## src/design/wfrs_pkg.sv

```systemverilog
// Shared types, widths and constants of the weigh filter range stability unit.
// No dependencies; every other design file except wfrs_ram imports this package.
package wfrs_pkg;

    localparam int MASS_BITS  = 24;
    localparam int MAX_WINDOW = 64;
    localparam int RING_AW    = $clog2(MAX_WINDOW);
    localparam int WIN_W      = $clog2(MAX_WINDOW + 1);
    localparam int SUM_W      = MASS_BITS + RING_AW;
    localparam int WIDE_W     = MASS_BITS + 2;
    localparam int CAP_W      = 23;
    localparam int DIVR_W     = 8;
    localparam int PERIOD_W   = 16;
    localparam int REG_WIN_W  = 7;
    localparam int CFG_IDX_W  = 3;
    localparam int CFG_DATA_W = 23;
    localparam int DIV_CNT_W  = $clog2(SUM_W);

    localparam logic [DIVR_W-1:0]   ZERO_DIV_FIRST = DIVR_W'(4);
    localparam logic [DIVR_W-1:0]   ZERO_DIV_LATER = DIVR_W'(25);
    localparam logic [DIVR_W-1:0]   OVL_DIVS       = DIVR_W'(9);
    localparam logic [REG_WIN_W-1:0] WIN_RESET     = REG_WIN_W'(10);
    localparam logic [PERIOD_W-1:0] PERIOD_RESET   = PERIOD_W'(1000);

    typedef enum logic [1:0] {
        FUNC_SAMPLE = 2'd0,
        FUNC_TICK   = 2'd1,
        FUNC_TARE   = 2'd2,
        FUNC_ZERO   = 2'd3
    } func_t;

    typedef enum logic [1:0] {
        ZS_NONE   = 2'd0,
        ZS_REJECT = 2'd1,
        ZS_ACCEPT = 2'd2
    } zstat_t;

    typedef enum logic [CFG_IDX_W-1:0] {
        CFG_WINDOW_LEN = 3'd0,
        CFG_CAPACITY   = 3'd1,
        CFG_THR_ONE    = 3'd2,
        CFG_THR_TWO    = 3'd3,
        CFG_DIV_ONE    = 3'd4,
        CFG_DIV_TWO    = 3'd5,
        CFG_DIV_THREE  = 3'd6,
        CFG_STAB_PER   = 3'd7
    } cfg_idx_t;

    typedef enum logic [1:0] {
        DIV_AVG  = 2'd0,
        DIV_RND  = 2'd1
    } div_sel_t;

    typedef enum logic [3:0] {
        ST_IDLE,
        ST_RING_WR,
        ST_SUM,
        ST_AVG_WAIT,
        ST_NET,
        ST_RND_START,
        ST_RND_WAIT,
        ST_ROUND,
        ST_POST,
        ST_EXEC,
        ST_ZERO_CHK,
        ST_RESULT
    } state_t;

    typedef struct packed {
        logic     cap;
        logic     ring_wr;
        logic     sum_run;
        logic     div_start;
        div_sel_t div_sel;
        logic     net_ld;
        logic     round_ld;
        logic     post_ld;
        logic     exec;
        logic     zero_ld;
        logic     out_load;
    } ctrl_cmd_t;

    typedef struct packed {
        func_t func;
        logic  fault;
        logic  sum_done;
        logic  div_busy;
    } dp_stat_t;

endpackage

```

## src/design/wfrs_ram.sv

```systemverilog
// Generic single-write, single-read RAM with registered read data.
// Standalone; no package dependency.
module wfrs_ram #(
    parameter int WIDTH = 8,
    parameter int DEPTH = 16
) (
    input  logic                     clk,
    input  logic                     we,
    input  logic [$clog2(DEPTH)-1:0] waddr,
    input  logic [WIDTH-1:0]         wdata,
    input  logic                     re,
    input  logic [$clog2(DEPTH)-1:0] raddr,
    output logic [WIDTH-1:0]         rdata
);

    logic [WIDTH-1:0] mem [DEPTH];

    always_ff @(posedge clk)
    begin
        if (we)
        begin
            mem[waddr] <= wdata;
        end
        if (re)
        begin
            rdata <= mem[raddr];
        end
    end

endmodule

```

## src/design/wfrs_div.sv

```systemverilog
// Restoring divider, one quotient bit per cycle, unsigned.
// Depends on wfrs_pkg for widths.
module wfrs_div import wfrs_pkg::*; (
    input  logic              clk,
    input  logic              rst_n,
    input  logic              start,
    input  logic [SUM_W-1:0]  dividend,
    input  logic [DIVR_W-1:0] divisor,
    output logic              busy,
    output logic [SUM_W-1:0]  quot,
    output logic [DIVR_W-1:0] rem
);

    logic                 busy_reg, busy_next;
    logic [DIV_CNT_W-1:0] cnt_reg, cnt_next;
    logic [SUM_W-1:0]     quot_reg, quot_next;
    logic [DIVR_W-1:0]    rem_reg, rem_next;
    logic [DIVR_W:0]      trial;
    logic [DIVR_W:0]      diff;
    logic                 fits;

    always_comb
    begin
        trial     = {rem_reg, quot_reg[SUM_W-1]};
        diff      = trial - {1'b0, divisor};
        fits      = (trial >= {1'b0, divisor});
        busy_next = busy_reg;
        cnt_next  = cnt_reg;
        quot_next = quot_reg;
        rem_next  = rem_reg;
        if (start)
        begin
            busy_next = 1'b1;
            cnt_next  = '0;
            quot_next = dividend;
            rem_next  = '0;
        end
        else if (busy_reg)
        begin
            // shift in one dividend bit, subtract when it fits
            quot_next = {quot_reg[SUM_W-2:0], fits};
            rem_next  = fits ? diff[DIVR_W-1:0] : trial[DIVR_W-1:0];
            cnt_next  = cnt_reg + 1'b1;
            if (cnt_reg == DIV_CNT_W'(SUM_W - 1))
            begin
                busy_next = 1'b0;
            end
        end
    end

    always_ff @(posedge clk or negedge rst_n)
    begin
        if (!rst_n)
        begin
            busy_reg <= 1'b0;
            cnt_reg  <= '0;
        end
        else
        begin
            busy_reg <= busy_next;
            cnt_reg  <= cnt_next;
        end
    end

    always_ff @(posedge clk)
    begin
        quot_reg <= quot_next;
        rem_reg  <= rem_next;
    end

    assign busy = busy_reg;
    assign quot = quot_reg;
    assign rem  = rem_reg;

endmodule

```

## src/design/wfrs_dp.sv

```systemverilog
// Datapath: configuration registers, sample ring, accumulator, shared divider,
// tare/zero/stability state and the output payload register.
// Depends on wfrs_pkg, wfrs_ram and wfrs_div.
module wfrs_dp import wfrs_pkg::*; (
    input  logic                  clk,
    input  logic                  rst_n,
    input  logic                  cfg_we,
    input  logic [CFG_IDX_W-1:0]  cfg_index,
    input  logic [CFG_DATA_W-1:0] cfg_data,
    input  logic [1:0]            in_func,
    input  logic [MASS_BITS-1:0]  in_mass,
    input  logic                  in_fault,
    input  ctrl_cmd_t             cmd,
    output dp_stat_t              stat,
    output logic [31:0]           out_data
);

    // configuration
    logic [REG_WIN_W-1:0] window_len_reg;
    logic [CAP_W-1:0]     capacity_reg, thr_one_reg, thr_two_reg;
    logic [DIVR_W-1:0]    div_one_reg, div_two_reg, div_three_reg;
    logic [PERIOD_W-1:0]  stab_period_reg;

    // captured item
    func_t                func_reg;
    logic [MASS_BITS-1:0] mass_reg;
    logic                 fault_reg;

    // filter and indicator state
    logic [RING_AW-1:0]    ring_idx_reg;
    logic [MAX_WINDOW-1:0] ring_valid_reg;
    logic [WIN_W-1:0]      rd_cnt_reg;
    logic                  pend_reg;
    logic                  rd_valid_reg;
    logic signed [SUM_W-1:0]     acc_reg;
    logic signed [WIDE_W-1:0]    net_reg;
    logic signed [MASS_BITS-1:0] tare_reg, cur_reg, last_reg;
    logic                  tare_flag_reg, first_zero_reg;
    logic [PERIOD_W-1:0]   timer_reg;
    logic [1:0]            range_reg;
    logic                  ovl_reg, stable_reg;
    zstat_t                zstat_reg;
    logic [31:0]           out_reg;

    logic [WIN_W-1:0]     w_eff;
    logic [WIN_W-1:0]     ring_nxt;
    logic                 rd_en;
    logic [MASS_BITS-1:0] ram_rdata;
    logic [SUM_W-1:0]     div_dividend;
    logic [DIVR_W-1:0]    div_divisor;
    logic                 div_busy;
    logic [SUM_W-1:0]     div_quot;
    logic [DIVR_W-1:0]    div_rem;
    logic [DIVR_W-1:0]    d_raw, d_eff;
    logic signed [WIDE_W-1:0] avg, net_calc, tare_w, cur_w, last_w;
    logic [WIDE_W-1:0]    net_abs, mag;
    logic signed [WIDE_W-1:0] rounded, sat_val;
    logic [1:0]           range_calc;
    logic signed [WIDE_W-1:0] gross, ovl_lim, d_w, hi_lim, lo_lim, zsum;
    logic [WIDE_W-1:0]    zabs;
    logic [DIVR_W-1:0]    zero_mult;
    logic [SUM_W-1:0]     zero_need;

    always_comb
    begin
        if (window_len_reg == '0)
            w_eff = WIN_W'(1);
        else if (WIN_W'(window_len_reg) > WIN_W'(MAX_WINDOW))
            w_eff = WIN_W'(MAX_WINDOW);
        else
            w_eff = WIN_W'(window_len_reg);
        ring_nxt = WIN_W'(ring_idx_reg) + 1'b1;
        rd_en    = cmd.sum_run && (rd_cnt_reg < w_eff);
    end

    wfrs_ram #(.WIDTH(MASS_BITS), .DEPTH(MAX_WINDOW)) u_ring (
        .clk   (clk),
        .we    (cmd.ring_wr),
        .waddr (ring_idx_reg),
        .wdata (mass_reg),
        .re    (rd_en),
        .raddr (rd_cnt_reg[RING_AW-1:0]),
        .rdata (ram_rdata)
    );

    // divider operand selection
    always_comb
    begin
        d_raw = (range_reg == 2'd1) ? div_one_reg :
                (range_reg == 2'd2) ? div_two_reg : div_three_reg;
        d_eff = (d_raw == '0) ? DIVR_W'(1) : d_raw;
        net_abs = net_reg[WIDE_W-1] ? WIDE_W'(-net_reg) : WIDE_W'(net_reg);
        unique case (cmd.div_sel)
            DIV_AVG:
            begin
                div_dividend = acc_reg[SUM_W-1] ? SUM_W'(-acc_reg) : SUM_W'(acc_reg);
                div_divisor  = DIVR_W'(w_eff);
            end
            DIV_RND:
            begin
                div_dividend = SUM_W'(net_abs);
                div_divisor  = d_eff;
            end
            default:
            begin
                div_dividend = '0;
                div_divisor  = DIVR_W'(1);
            end
        endcase
    end

    wfrs_div u_div (
        .clk      (clk),
        .rst_n    (rst_n),
        .start    (cmd.div_start),
        .dividend (div_dividend),
        .divisor  (div_divisor),
        .busy     (div_busy),
        .quot     (div_quot),
        .rem      (div_rem)
    );

    // arithmetic around the divider
    always_comb
    begin
        tare_w = WIDE_W'(tare_reg);
        cur_w  = WIDE_W'(cur_reg);
        last_w = WIDE_W'(last_reg);
        avg    = acc_reg[SUM_W-1] ? -$signed(div_quot[WIDE_W-1:0])
                                  : $signed(div_quot[WIDE_W-1:0]);
        net_calc = tare_flag_reg ? (avg - tare_w) : avg;
        if ((thr_two_reg != '0) && (net_calc > $signed(WIDE_W'(thr_two_reg))))
            range_calc = 2'd3;
        else if (((thr_one_reg != '0) || (thr_two_reg != '0)) &&
                 (net_calc > $signed(WIDE_W'(thr_one_reg))))
            range_calc = 2'd2;
        else
            range_calc = 2'd1;
        // quotient times d equals magnitude minus remainder
        mag = net_abs - WIDE_W'(div_rem);
        if ((d_eff > DIVR_W'(1)) && (div_rem >= (d_eff >> 1)))
            mag = mag + WIDE_W'(d_eff);
        rounded = net_reg[WIDE_W-1] ? -$signed(mag) : $signed(mag);
        if (rounded > $signed(WIDE_W'({1'b0, {(MASS_BITS-1){1'b1}}}))) 
            sat_val = $signed(WIDE_W'({1'b0, {(MASS_BITS-1){1'b1}}}));
        else if (rounded < -$signed(WIDE_W'({1'b1, {(MASS_BITS-1){1'b0}}})))
            sat_val = -$signed(WIDE_W'({1'b1, {(MASS_BITS-1){1'b0}}}));
        else
            sat_val = rounded;
        d_w     = $signed(WIDE_W'(d_eff));
        gross   = cur_w + tare_w;
        ovl_lim = $signed(WIDE_W'(capacity_reg)) + d_w * $signed(WIDE_W'(OVL_DIVS));
        hi_lim  = last_w + (d_w <<< 1);
        lo_lim  = last_w - (d_w <<< 1);
        zsum    = cur_w + tare_w;
        zabs    = zsum[WIDE_W-1] ? WIDE_W'(-zsum) : WIDE_W'(zsum);
        // capacity / k > |gross| holds exactly when capacity >= k * (|gross| + 1)
        zero_mult = first_zero_reg ? ZERO_DIV_LATER : ZERO_DIV_FIRST;
        zero_need = SUM_W'(zero_mult) * (SUM_W'(zabs) + SUM_W'(1));
    end

    // configuration writes
    always_ff @(posedge clk or negedge rst_n)
    begin
        if (!rst_n)
        begin
            window_len_reg  <= WIN_RESET;
            capacity_reg    <= '0;
            thr_one_reg     <= '0;
            thr_two_reg     <= '0;
            div_one_reg     <= DIVR_W'(1);
            div_two_reg     <= DIVR_W'(1);
            div_three_reg   <= DIVR_W'(1);
            stab_period_reg <= PERIOD_RESET;
        end
        else if (cfg_we)
        begin
            unique case (cfg_idx_t'(cfg_index))
                CFG_WINDOW_LEN: window_len_reg  <= cfg_data[REG_WIN_W-1:0];
                CFG_CAPACITY:   capacity_reg    <= cfg_data[CAP_W-1:0];
                CFG_THR_ONE:    thr_one_reg     <= cfg_data[CAP_W-1:0];
                CFG_THR_TWO:    thr_two_reg     <= cfg_data[CAP_W-1:0];
                CFG_DIV_ONE:    div_one_reg     <= cfg_data[DIVR_W-1:0];
                CFG_DIV_TWO:    div_two_reg     <= cfg_data[DIVR_W-1:0];
                CFG_DIV_THREE:  div_three_reg   <= cfg_data[DIVR_W-1:0];
                CFG_STAB_PER:   stab_period_reg <= cfg_data[PERIOD_W-1:0];
                default:        window_len_reg  <= window_len_reg;
            endcase
        end
    end

    // state updates
    always_ff @(posedge clk or negedge rst_n)
    begin
        if (!rst_n)
        begin
            func_reg       <= FUNC_SAMPLE;
            fault_reg      <= 1'b0;
            ring_idx_reg   <= '0;
            ring_valid_reg <= '0;
            rd_cnt_reg     <= '0;
            pend_reg       <= 1'b0;
            rd_valid_reg   <= 1'b0;
            acc_reg        <= '0;
            net_reg        <= '0;
            tare_reg       <= '0;
            cur_reg        <= '0;
            last_reg       <= '0;
            tare_flag_reg  <= 1'b0;
            first_zero_reg <= 1'b0;
            timer_reg      <= '0;
            range_reg      <= 2'd1;
            ovl_reg        <= 1'b0;
            stable_reg     <= 1'b0;
            zstat_reg      <= ZS_NONE;
            out_reg        <= '0;
        end
        else
        begin
            if (cmd.cap)
            begin
                func_reg  <= func_t'(in_func);
                fault_reg <= in_fault;
                zstat_reg <= ZS_NONE;
            end
            if (cmd.ring_wr)
            begin
                ring_valid_reg[ring_idx_reg] <= 1'b1;
                ring_idx_reg <= (ring_nxt >= w_eff) ? '0 : ring_nxt[RING_AW-1:0];
                rd_cnt_reg   <= '0;
                pend_reg     <= 1'b0;
                acc_reg      <= '0;
            end
            if (cmd.sum_run)
            begin
                pend_reg <= rd_en;
                if (rd_en)
                begin
                    rd_cnt_reg   <= rd_cnt_reg + 1'b1;
                    rd_valid_reg <= ring_valid_reg[rd_cnt_reg[RING_AW-1:0]];
                end
                if (pend_reg && rd_valid_reg)
                begin
                    acc_reg <= acc_reg + SUM_W'($signed(ram_rdata));
                end
            end
            if (cmd.net_ld)
            begin
                net_reg   <= net_calc;
                range_reg <= range_calc;
                if (!tare_flag_reg)
                    tare_reg <= '0;
            end
            if (cmd.round_ld)
            begin
                cur_reg <= sat_val[MASS_BITS-1:0];
            end
            if (cmd.post_ld)
            begin
                ovl_reg <= (gross > ovl_lim);
                if ((timer_reg == '0) && !fault_reg)
                begin
                    stable_reg <= (cur_w < hi_lim) && (cur_w > lo_lim);
                    last_reg   <= cur_reg;
                    timer_reg  <= stab_period_reg;
                end
            end
            if (cmd.exec && !fault_reg && (func_reg == FUNC_TARE))
            begin
                if (!tare_flag_reg)
                    tare_reg <= cur_reg;
                tare_flag_reg <= !tare_flag_reg;
            end
            if (cmd.exec && (func_reg == FUNC_TICK) && (timer_reg != '0))
            begin
                timer_reg <= timer_reg - 1'b1;
            end
            if (cmd.zero_ld)
            begin
                if (SUM_W'(capacity_reg) >= zero_need)
                begin
                    first_zero_reg <= 1'b1;
                    tare_reg       <= '0;
                    zstat_reg      <= ZS_ACCEPT;
                end
                else
                begin
                    zstat_reg <= ZS_REJECT;
                end
            end
            if (cmd.out_load)
            begin
                out_reg <= {zstat_reg, tare_flag_reg, (cur_reg == '0) && !fault_reg,
                            stable_reg, ovl_reg, range_reg, cur_reg};
            end
        end
    end

    always_ff @(posedge clk)
    begin
        if (cmd.cap)
            mass_reg <= in_mass;
    end

    assign stat.func     = func_reg;
    assign stat.fault    = fault_reg;
    assign stat.sum_done = cmd.sum_run && !rd_en && !pend_reg;
    assign stat.div_busy = div_busy;
    assign out_data      = out_reg;

endmodule

```

## src/design/wfrs_ctrl.sv

```systemverilog
// Controller state machine: sequences one item through the datapath and
// owns the input ready and output valid. Depends on wfrs_pkg.
module wfrs_ctrl import wfrs_pkg::*; (
    input  logic      clk,
    input  logic      rst_n,
    input  logic      in_valid,
    output logic      in_ready,
    input  logic [1:0] in_func,
    input  logic      in_fault,
    output logic      out_valid,
    input  logic      out_ready,
    input  dp_stat_t  stat,
    output ctrl_cmd_t cmd
);

    state_t state_reg, state_next;
    logic   out_valid_reg, out_valid_next;

    always_comb
    begin
        state_next     = state_reg;
        cmd            = '0;
        cmd.div_sel    = DIV_AVG;
        out_valid_next = out_valid_reg;
        if (out_valid_reg && out_ready)
            out_valid_next = 1'b0;
        unique case (state_reg)
            ST_IDLE:
            begin
                if (in_valid)
                begin
                    cmd.cap = 1'b1;
                    unique case (func_t'(in_func))
                        FUNC_SAMPLE: state_next = ST_RING_WR;
                        FUNC_ZERO:   state_next = in_fault ? ST_RESULT : ST_ZERO_CHK;
                        default:     state_next = ST_EXEC;
                    endcase
                end
            end
            ST_RING_WR:
            begin
                cmd.ring_wr = 1'b1;
                state_next  = ST_SUM;
            end
            ST_SUM:
            begin
                cmd.sum_run = 1'b1;
                if (stat.sum_done)
                begin
                    cmd.div_start = 1'b1;
                    cmd.div_sel   = DIV_AVG;
                    state_next    = ST_AVG_WAIT;
                end
            end
            ST_AVG_WAIT:
            begin
                cmd.div_sel = DIV_AVG;
                if (!stat.div_busy)
                    state_next = ST_NET;
            end
            ST_NET:
            begin
                cmd.div_sel = DIV_AVG;
                cmd.net_ld  = 1'b1;
                state_next  = ST_RND_START;
            end
            ST_RND_START:
            begin
                cmd.div_start = 1'b1;
                cmd.div_sel   = DIV_RND;
                state_next    = ST_RND_WAIT;
            end
            ST_RND_WAIT:
            begin
                cmd.div_sel = DIV_RND;
                if (!stat.div_busy)
                    state_next = ST_ROUND;
            end
            ST_ROUND:
            begin
                cmd.div_sel  = DIV_RND;
                cmd.round_ld = 1'b1;
                state_next   = ST_POST;
            end
            ST_POST:
            begin
                cmd.div_sel = DIV_RND;
                cmd.post_ld = 1'b1;
                state_next  = ST_RESULT;
            end
            ST_EXEC:
            begin
                cmd.exec   = 1'b1;
                state_next = ST_RESULT;
            end
            ST_ZERO_CHK:
            begin
                cmd.zero_ld = 1'b1;
                state_next  = ST_RESULT;
            end
            ST_RESULT:
            begin
                // hold until the output register is free
                if (!out_valid_reg || out_ready)
                begin
                    cmd.out_load   = 1'b1;
                    out_valid_next = 1'b1;
                    state_next     = ST_IDLE;
                end
            end
            default:
            begin
                state_next = ST_IDLE;
            end
        endcase
    end

    always_ff @(posedge clk or negedge rst_n)
    begin
        if (!rst_n)
        begin
            state_reg     <= ST_IDLE;
            out_valid_reg <= 1'b0;
        end
        else
        begin
            state_reg     <= state_next;
            out_valid_reg <= out_valid_next;
        end
    end

    assign in_ready  = (state_reg == ST_IDLE);
    assign out_valid = out_valid_reg;

endmodule

```

## src/design/weigh_filter_range_stability_unit.sv

```systemverilog
// Weighing indicator core: moving average, tare, three-range rounding, overload,
// stability and zero handling. Depends on wfrs_pkg, wfrs_ctrl, wfrs_dp.
// A sample reads its window from the ring one entry per cycle, then runs the shared divider
// twice; tick, tare and zero skip both, and a faulted zero goes straight to the result.
// Throughput: one item at a time; a waiting result does not block the next input beat.
// Reset: async, active low; clears control state; ring entries read as zero until written.
module weigh_filter_range_stability_unit import wfrs_pkg::*; (
    input  logic                  clk,
    input  logic                  rst_n,
    // input stream
    input  logic                  s_tvalid,
    output logic                  s_tready,
    input  logic [31:0]           s_tdata,   // [23:0] sample_mass, [24] sensor_fault
    input  logic [1:0]            s_tuser,   // [1:0] func
    // result stream
    output logic                  m_tvalid,
    input  logic                  m_tready,
    output logic [31:0]           m_tdata,   // [23:0] shown_mass, [25:24] range_index,
                                             // [26] overload, [27] stable, [28] at_zero,
                                             // [29] tare_on, [31:30] zero_status
    // configuration writes
    input  logic                  cfg_valid,
    output logic                  cfg_ready,
    input  logic [CFG_IDX_W-1:0]  cfg_index,
    input  logic [CFG_DATA_W-1:0] cfg_data
);

    ctrl_cmd_t cmd;
    dp_stat_t  stat;

    // registers take a write in any cycle
    assign cfg_ready = 1'b1;

    wfrs_ctrl u_ctrl (
        .clk       (clk),
        .rst_n     (rst_n),
        .in_valid  (s_tvalid),
        .in_ready  (s_tready),
        .in_func   (s_tuser),
        .in_fault  (s_tdata[MASS_BITS]),
        .out_valid (m_tvalid),
        .out_ready (m_tready),
        .stat      (stat),
        .cmd       (cmd)
    );

    wfrs_dp u_dp (
        .clk       (clk),
        .rst_n     (rst_n),
        .cfg_we    (cfg_valid && cfg_ready),
        .cfg_index (cfg_index),
        .cfg_data  (cfg_data),
        .in_func   (s_tuser),
        .in_mass   (s_tdata[MASS_BITS-1:0]),
        .in_fault  (s_tdata[MASS_BITS]),
        .cmd       (cmd),
        .stat      (stat),
        .out_data  (m_tdata)
    );

endmodule

```

## config.mk

```make
export PLATFORM = sky130hd
export DESIGN_NAME = weigh_filter_range_stability_unit
export DESIGN_NICKNAME = d
export VERILOG_FILES = /design/src/design/wfrs_pkg.sv /design/src/design/wfrs_ram.sv /design/src/design/wfrs_div.sv /design/src/design/wfrs_dp.sv /design/src/design/wfrs_ctrl.sv /design/src/design/weigh_filter_range_stability_unit.sv
export SDC_FILE = /design/constraint.sdc
export NUM_CORES = 2
export LEC_CHECK = 0
export BUFFER_PORTS_ARGS = -buffer_cell sky130_fd_sc_hd__buf_2
export CORE_MARGIN = 2
export CORE_UTILIZATION = 40
export DETAILED_ROUTE_END_ITERATION = 16
export HOLD_SLACK_MARGIN = 0.15
export PLACE_DENSITY = 0.59
export SLEW_MARGIN = 20
export SYNTH_ARGS = -nofsm -noshare
export SYNTH_HDL_FRONTEND = slang
export SYNTH_SLANG_ARGS = --single-unit
```

## constraint.sdc

```tcl
create_clock -name clk -period 23.3 [get_ports clk]
set_clock_uncertainty 0.2 [all_clocks]
set_input_delay 2.33 -clock clk [delete_from_list [all_inputs] [get_ports clk]]
set_output_delay 2.33 -clock clk [all_outputs]
set_load 0.03 [all_outputs]
```

==> results_dict.tcl <==
set metrics [dict create \
    highest_metal_layer_used_by_the_detailed_router "met5" \
    outcome "finished, final reports clean" \
    largest_net_degree_at_the_start_of_global_routing 110 \
    cts-hold-fix-buffers 0 \
    met1_length_mm 115 \
    chip_height_um 498 \
    h-tree-depth 4 \
    seqCellArea_mm2 0.0585 \
    core_area_mm2 0.243 \
    synth.mux.area_fraction_pct 12.5 \
    clkLatencyLatePin_ns 0.89 \
    max_transition_margin_pct 22.9 \
    reg2reg_setup_slack_ns 11.94 \
    synthesis.yosys.warnings 0 \
    seq_area_frac_synth_pct 60.0 \
    clock_sink_count 2015 \
    place_congestion 0.917 \
    max_slew.worst_pin.slew_ns 1.15 \
    grt_pass1_vias 58900 \
    holdCritStartpoint "u_dp.ring_valid_reg[58]" \
    peakVddDrop_mv 0.125 \
    synth_fa_ha_area_share_pct 5.95 \
    timing.critical_path.slowest_cell_delay_ns 0.53 \
    setup-violations-final 0 \
    crit_arrival_ns 11.84 \
    hold_path_class "reg -> reg" \
    dominant_cells_by_area_after_synthesis "sky130_fd_sc_hd__edfxtp_1, sky130_fd_sc_hd__dfrtp_1, sky130_fd_sc_hd__mux4_2" \
    cts.reportedPaths.clkPinSlew_ns 0.06 \
    critical_path.max_fanout 27 \
    cellPowerDensity_mw_per_mm2 156 \
    unrepaired_setup_endpoints_after_global_routing "false" \
    nNetsFinal 7604 \
    wire_per_inst_um 25.0 \
    synth_compound_area_share_pct 8.45 \
    drt_pre_antenna_iters 5 \
    yosys.area.top_type_share_pct 49.7 \
    io_buffers 91 \
    drc 0 \
    met2WireLength_mm 124 \
    grt_antenna_before_repair 15 \
    post_synth_and_or_nand_nor_area_fraction_pct 7.96 \
    placed_cell_area_mm2 0.102 \
    cts_max_path_buffers 3 \
    dominantRegCellSynth "sky130_fd_sc_hd__edfxtp_1" \
    achievable-frequency_mhz 88.0 \
    mostFrequentLayoutCells "sky130_fd_sc_hd__edfxtp_1, sky130_fd_sc_hd__nand2_1, sky130_fd_sc_hd__dfrtp_1" \
    synthToLayoutAreaGrowth_pct 12.6 \
    timing.hold.worst_path_depth 1 \
    post_cts_resized 0 \
    synth_edf_count 1614 \
    max_capacitance_violation_count 0 \
    share_of_the_clock_period_used_by_the_worst_path_pct 48.7 \
    timing.rr.end "u_dp.tare_reg[17]" \
    max_reg_flops 1536 \
    crit-reg2reg-launch "u_dp.cur_reg[0]" \
    synth_cells 6954 \
    final_layout_size_suffix_gt1_share_pct 18.1 \
    dp_hpwl_mm 169 \
    fin_area_mm2 0.110 \
    initialDrtViolationCount 5995 \
    synth_top_family_by_area "multiplexers" \
    hold-worst-slack_ns 0.263 \
    start_util_pct 40.2 \
    timing_worst_setup_path_type "reg -> reg" \
    detailroute.via_count 59900 \
    timing.final.crit_period_ns 11.36 \
    power_leakage_nw 39.4 \
    syn_area_per_cell_um2 14.0 \
    final_common_cell "sky130_fd_sc_hd__edfxtp_1" \
    floorplan.die_area_mm2 0.248 \
    synthXorXnorAreaFrac_pct 2.77 \
    yosys_register_bits 2015 \
    tns_ns 0 \
    multi_input_area_mm2 0.0372 \
    die-width_um 498 \
    floorplan.io_pins 100 \
    critical_path_buf_inv_count 3 \
    startpoint_type "flop" \
    cts_setup_buffers 0 \
    grtUsageTotal_pct 20.8 \
    worst_path_dominant_cell_family "compound AO/OA/AOI/OAI gates" \
    numCtsBuffers 208 \
    drt.antenna.violating_nets 0 \
    hold_viol_final 0 \
    wl_met3_mm 16.3 \
    synth.largest_area_cell "sky130_fd_sc_hd__edfxtp_1" \
    vias_per_cell 5.71 \
    ff2ff_path_depth 43 \
    crit_path_end_kind "flop" \
    finalMaxSlewViolations 0 \
    asyncSetResetFlopFracSynth_pct 19.5 \
    rows 181 \
    total_congestion_overflow_after_global_routing 0 \
    critPathRequiredTime_ns 23.78 \
    synth_cell_types 99 \
    min_to "u_dp.ring_valid_reg[58]" \
    cts_root_buf "sky130_fd_sc_hd__clkbuf_16" \
    crit_slowest_cell "sky130_fd_sc_hd__dfrtp_1" \
    routed_wirelength_mm 262 \
    grt_pass1_wl_mm 387 \
    synthesis.area_mm2 0.0975 \
    critical-path-top-cell-by-count "sky130_fd_sc_hd__ha_1" \
    nFillCells 21400 \
    cts_tree "built" \
]
layer usage:
metal	track usage, %	up-vias
met5	0	-
met4	5.80	8
met3	3.32	349
met2	33.8	1840
met1	29.0	30700
li1	-	27100
worst register-to-register path, delay by kind of cell, from the launching register on:
kind	cells	cell delay, ns
xor+xnor	2	0.40
compound gates	18	4.28
fa+ha+maj	8	2.74
simple gates	12	2.36
buf+inv	3	0.74
flops	1	0.53
power breakdown:
part	internal, W	switching [W]
Clock	0.00196	0.00146
Combinational	0.00369	0.00538
Sequential	0.00424	0.000393
Total	0.00989	0.00724
layout make-up:
class,count,area share (%)
sequential,2015,53.3
multi-input combinational,4345,33.9
clock buffer,277,5.16
tap,3202,3.65
timing repair buffer,247,1.71
clock inverter,115,1.31
inverter,293,1.00
antenna,5,0.0114
cell families after synthesis:
family,Yosys count
simple gates,1579
other cells,2
buf+inv,600
fa+ha+maj,429
flops,2015
mux,752
compound gates,1269
xor+xnor,308
stage by stage:
stage	utilization (%)	worst slack [ns]	total power, W	std cells
2_1_floorplan	-	12.84	0.0113	6960
3_3_place_gp	42.2	12.15	0.0136	10100
3_5_place_dp	42.2	12.04	0.0137	10100
4_1_cts	45.1	12.03	0.0172	10500
5_1_grt	45.2	11.09	0.0184	10500
6_report	45.2	11.94	0.0171	10500
cells in the mapped netlist, types with 27 or more instances:
cell and number:
sky130_fd_sc_hd__o22ai_1 61, sky130_fd_sc_hd__or3_1 46, sky130_fd_sc_hd__edfxtp_1 1614, sky130_fd_sc_hd__inv_1 286, sky130_fd_sc_hd__o21bai_1 29, sky130_fd_sc_hd__o211ai_1 27
sky130_fd_sc_hd__o21a_1 59, sky130_fd_sc_hd__a31oi_1 29, sky130_fd_sc_hd__clkbuf_1 231, sky130_fd_sc_hd__a22oi_1 28, sky130_fd_sc_hd__buf_1 58, sky130_fd_sc_hd__or2_2 89
sky130_fd_sc_hd__nor2_1 337, sky130_fd_sc_hd__dfrtp_1 381, sky130_fd_sc_hd__nand2_1 481, sky130_fd_sc_hd__a211oi_1 63, sky130_fd_sc_hd__nor3_1 104, sky130_fd_sc_hd__nand3_1 116
sky130_fd_sc_hd__or4_1 28, sky130_fd_sc_hd__nor2b_1 61, sky130_fd_sc_hd__o21ai_0 313, sky130_fd_sc_hd__o221ai_1 56, sky130_fd_sc_hd__a221o_1 28, sky130_fd_sc_hd__mux4_2 356
sky130_fd_sc_hd__a21oi_1 315, sky130_fd_sc_hd__fa_1 58, sky130_fd_sc_hd__nand2b_1 66, sky130_fd_sc_hd__o31ai_1 40, sky130_fd_sc_hd__xnor2_1 204, sky130_fd_sc_hd__nand4_1 54
sky130_fd_sc_hd__nor4_1 55, sky130_fd_sc_hd__and2_1 30, sky130_fd_sc_hd__mux2_2 191, sky130_fd_sc_hd__a21o_1 68, sky130_fd_sc_hd__mux2i_1 205, sky130_fd_sc_hd__ha_1 371
sky130_fd_sc_hd__and3_1 37, sky130_fd_sc_hd__xor2_1 104
how the worst max path moves through the flow:
stage / startpoint / to / cells after the start
after detailed placement: u_dp.cur_reg[0] / u_dp.tare_reg[17] / 43
after global placement: u_dp.cur_reg[0] / u_dp.zstat_reg[1] / 43
final: u_dp.cur_reg[0] / u_dp.tare_reg[17] / 43
after floorplan: u_dp.cur_reg[0] / u_dp.tare_reg[13] / 45
after global routing: u_dp.cur_reg[1] / u_dp.tare_reg[9] / 42
after CTS: u_dp.cur_reg[0] / u_dp.tare_reg[17] / 43
Note: power is estimated with default switching activity, not from simulation.
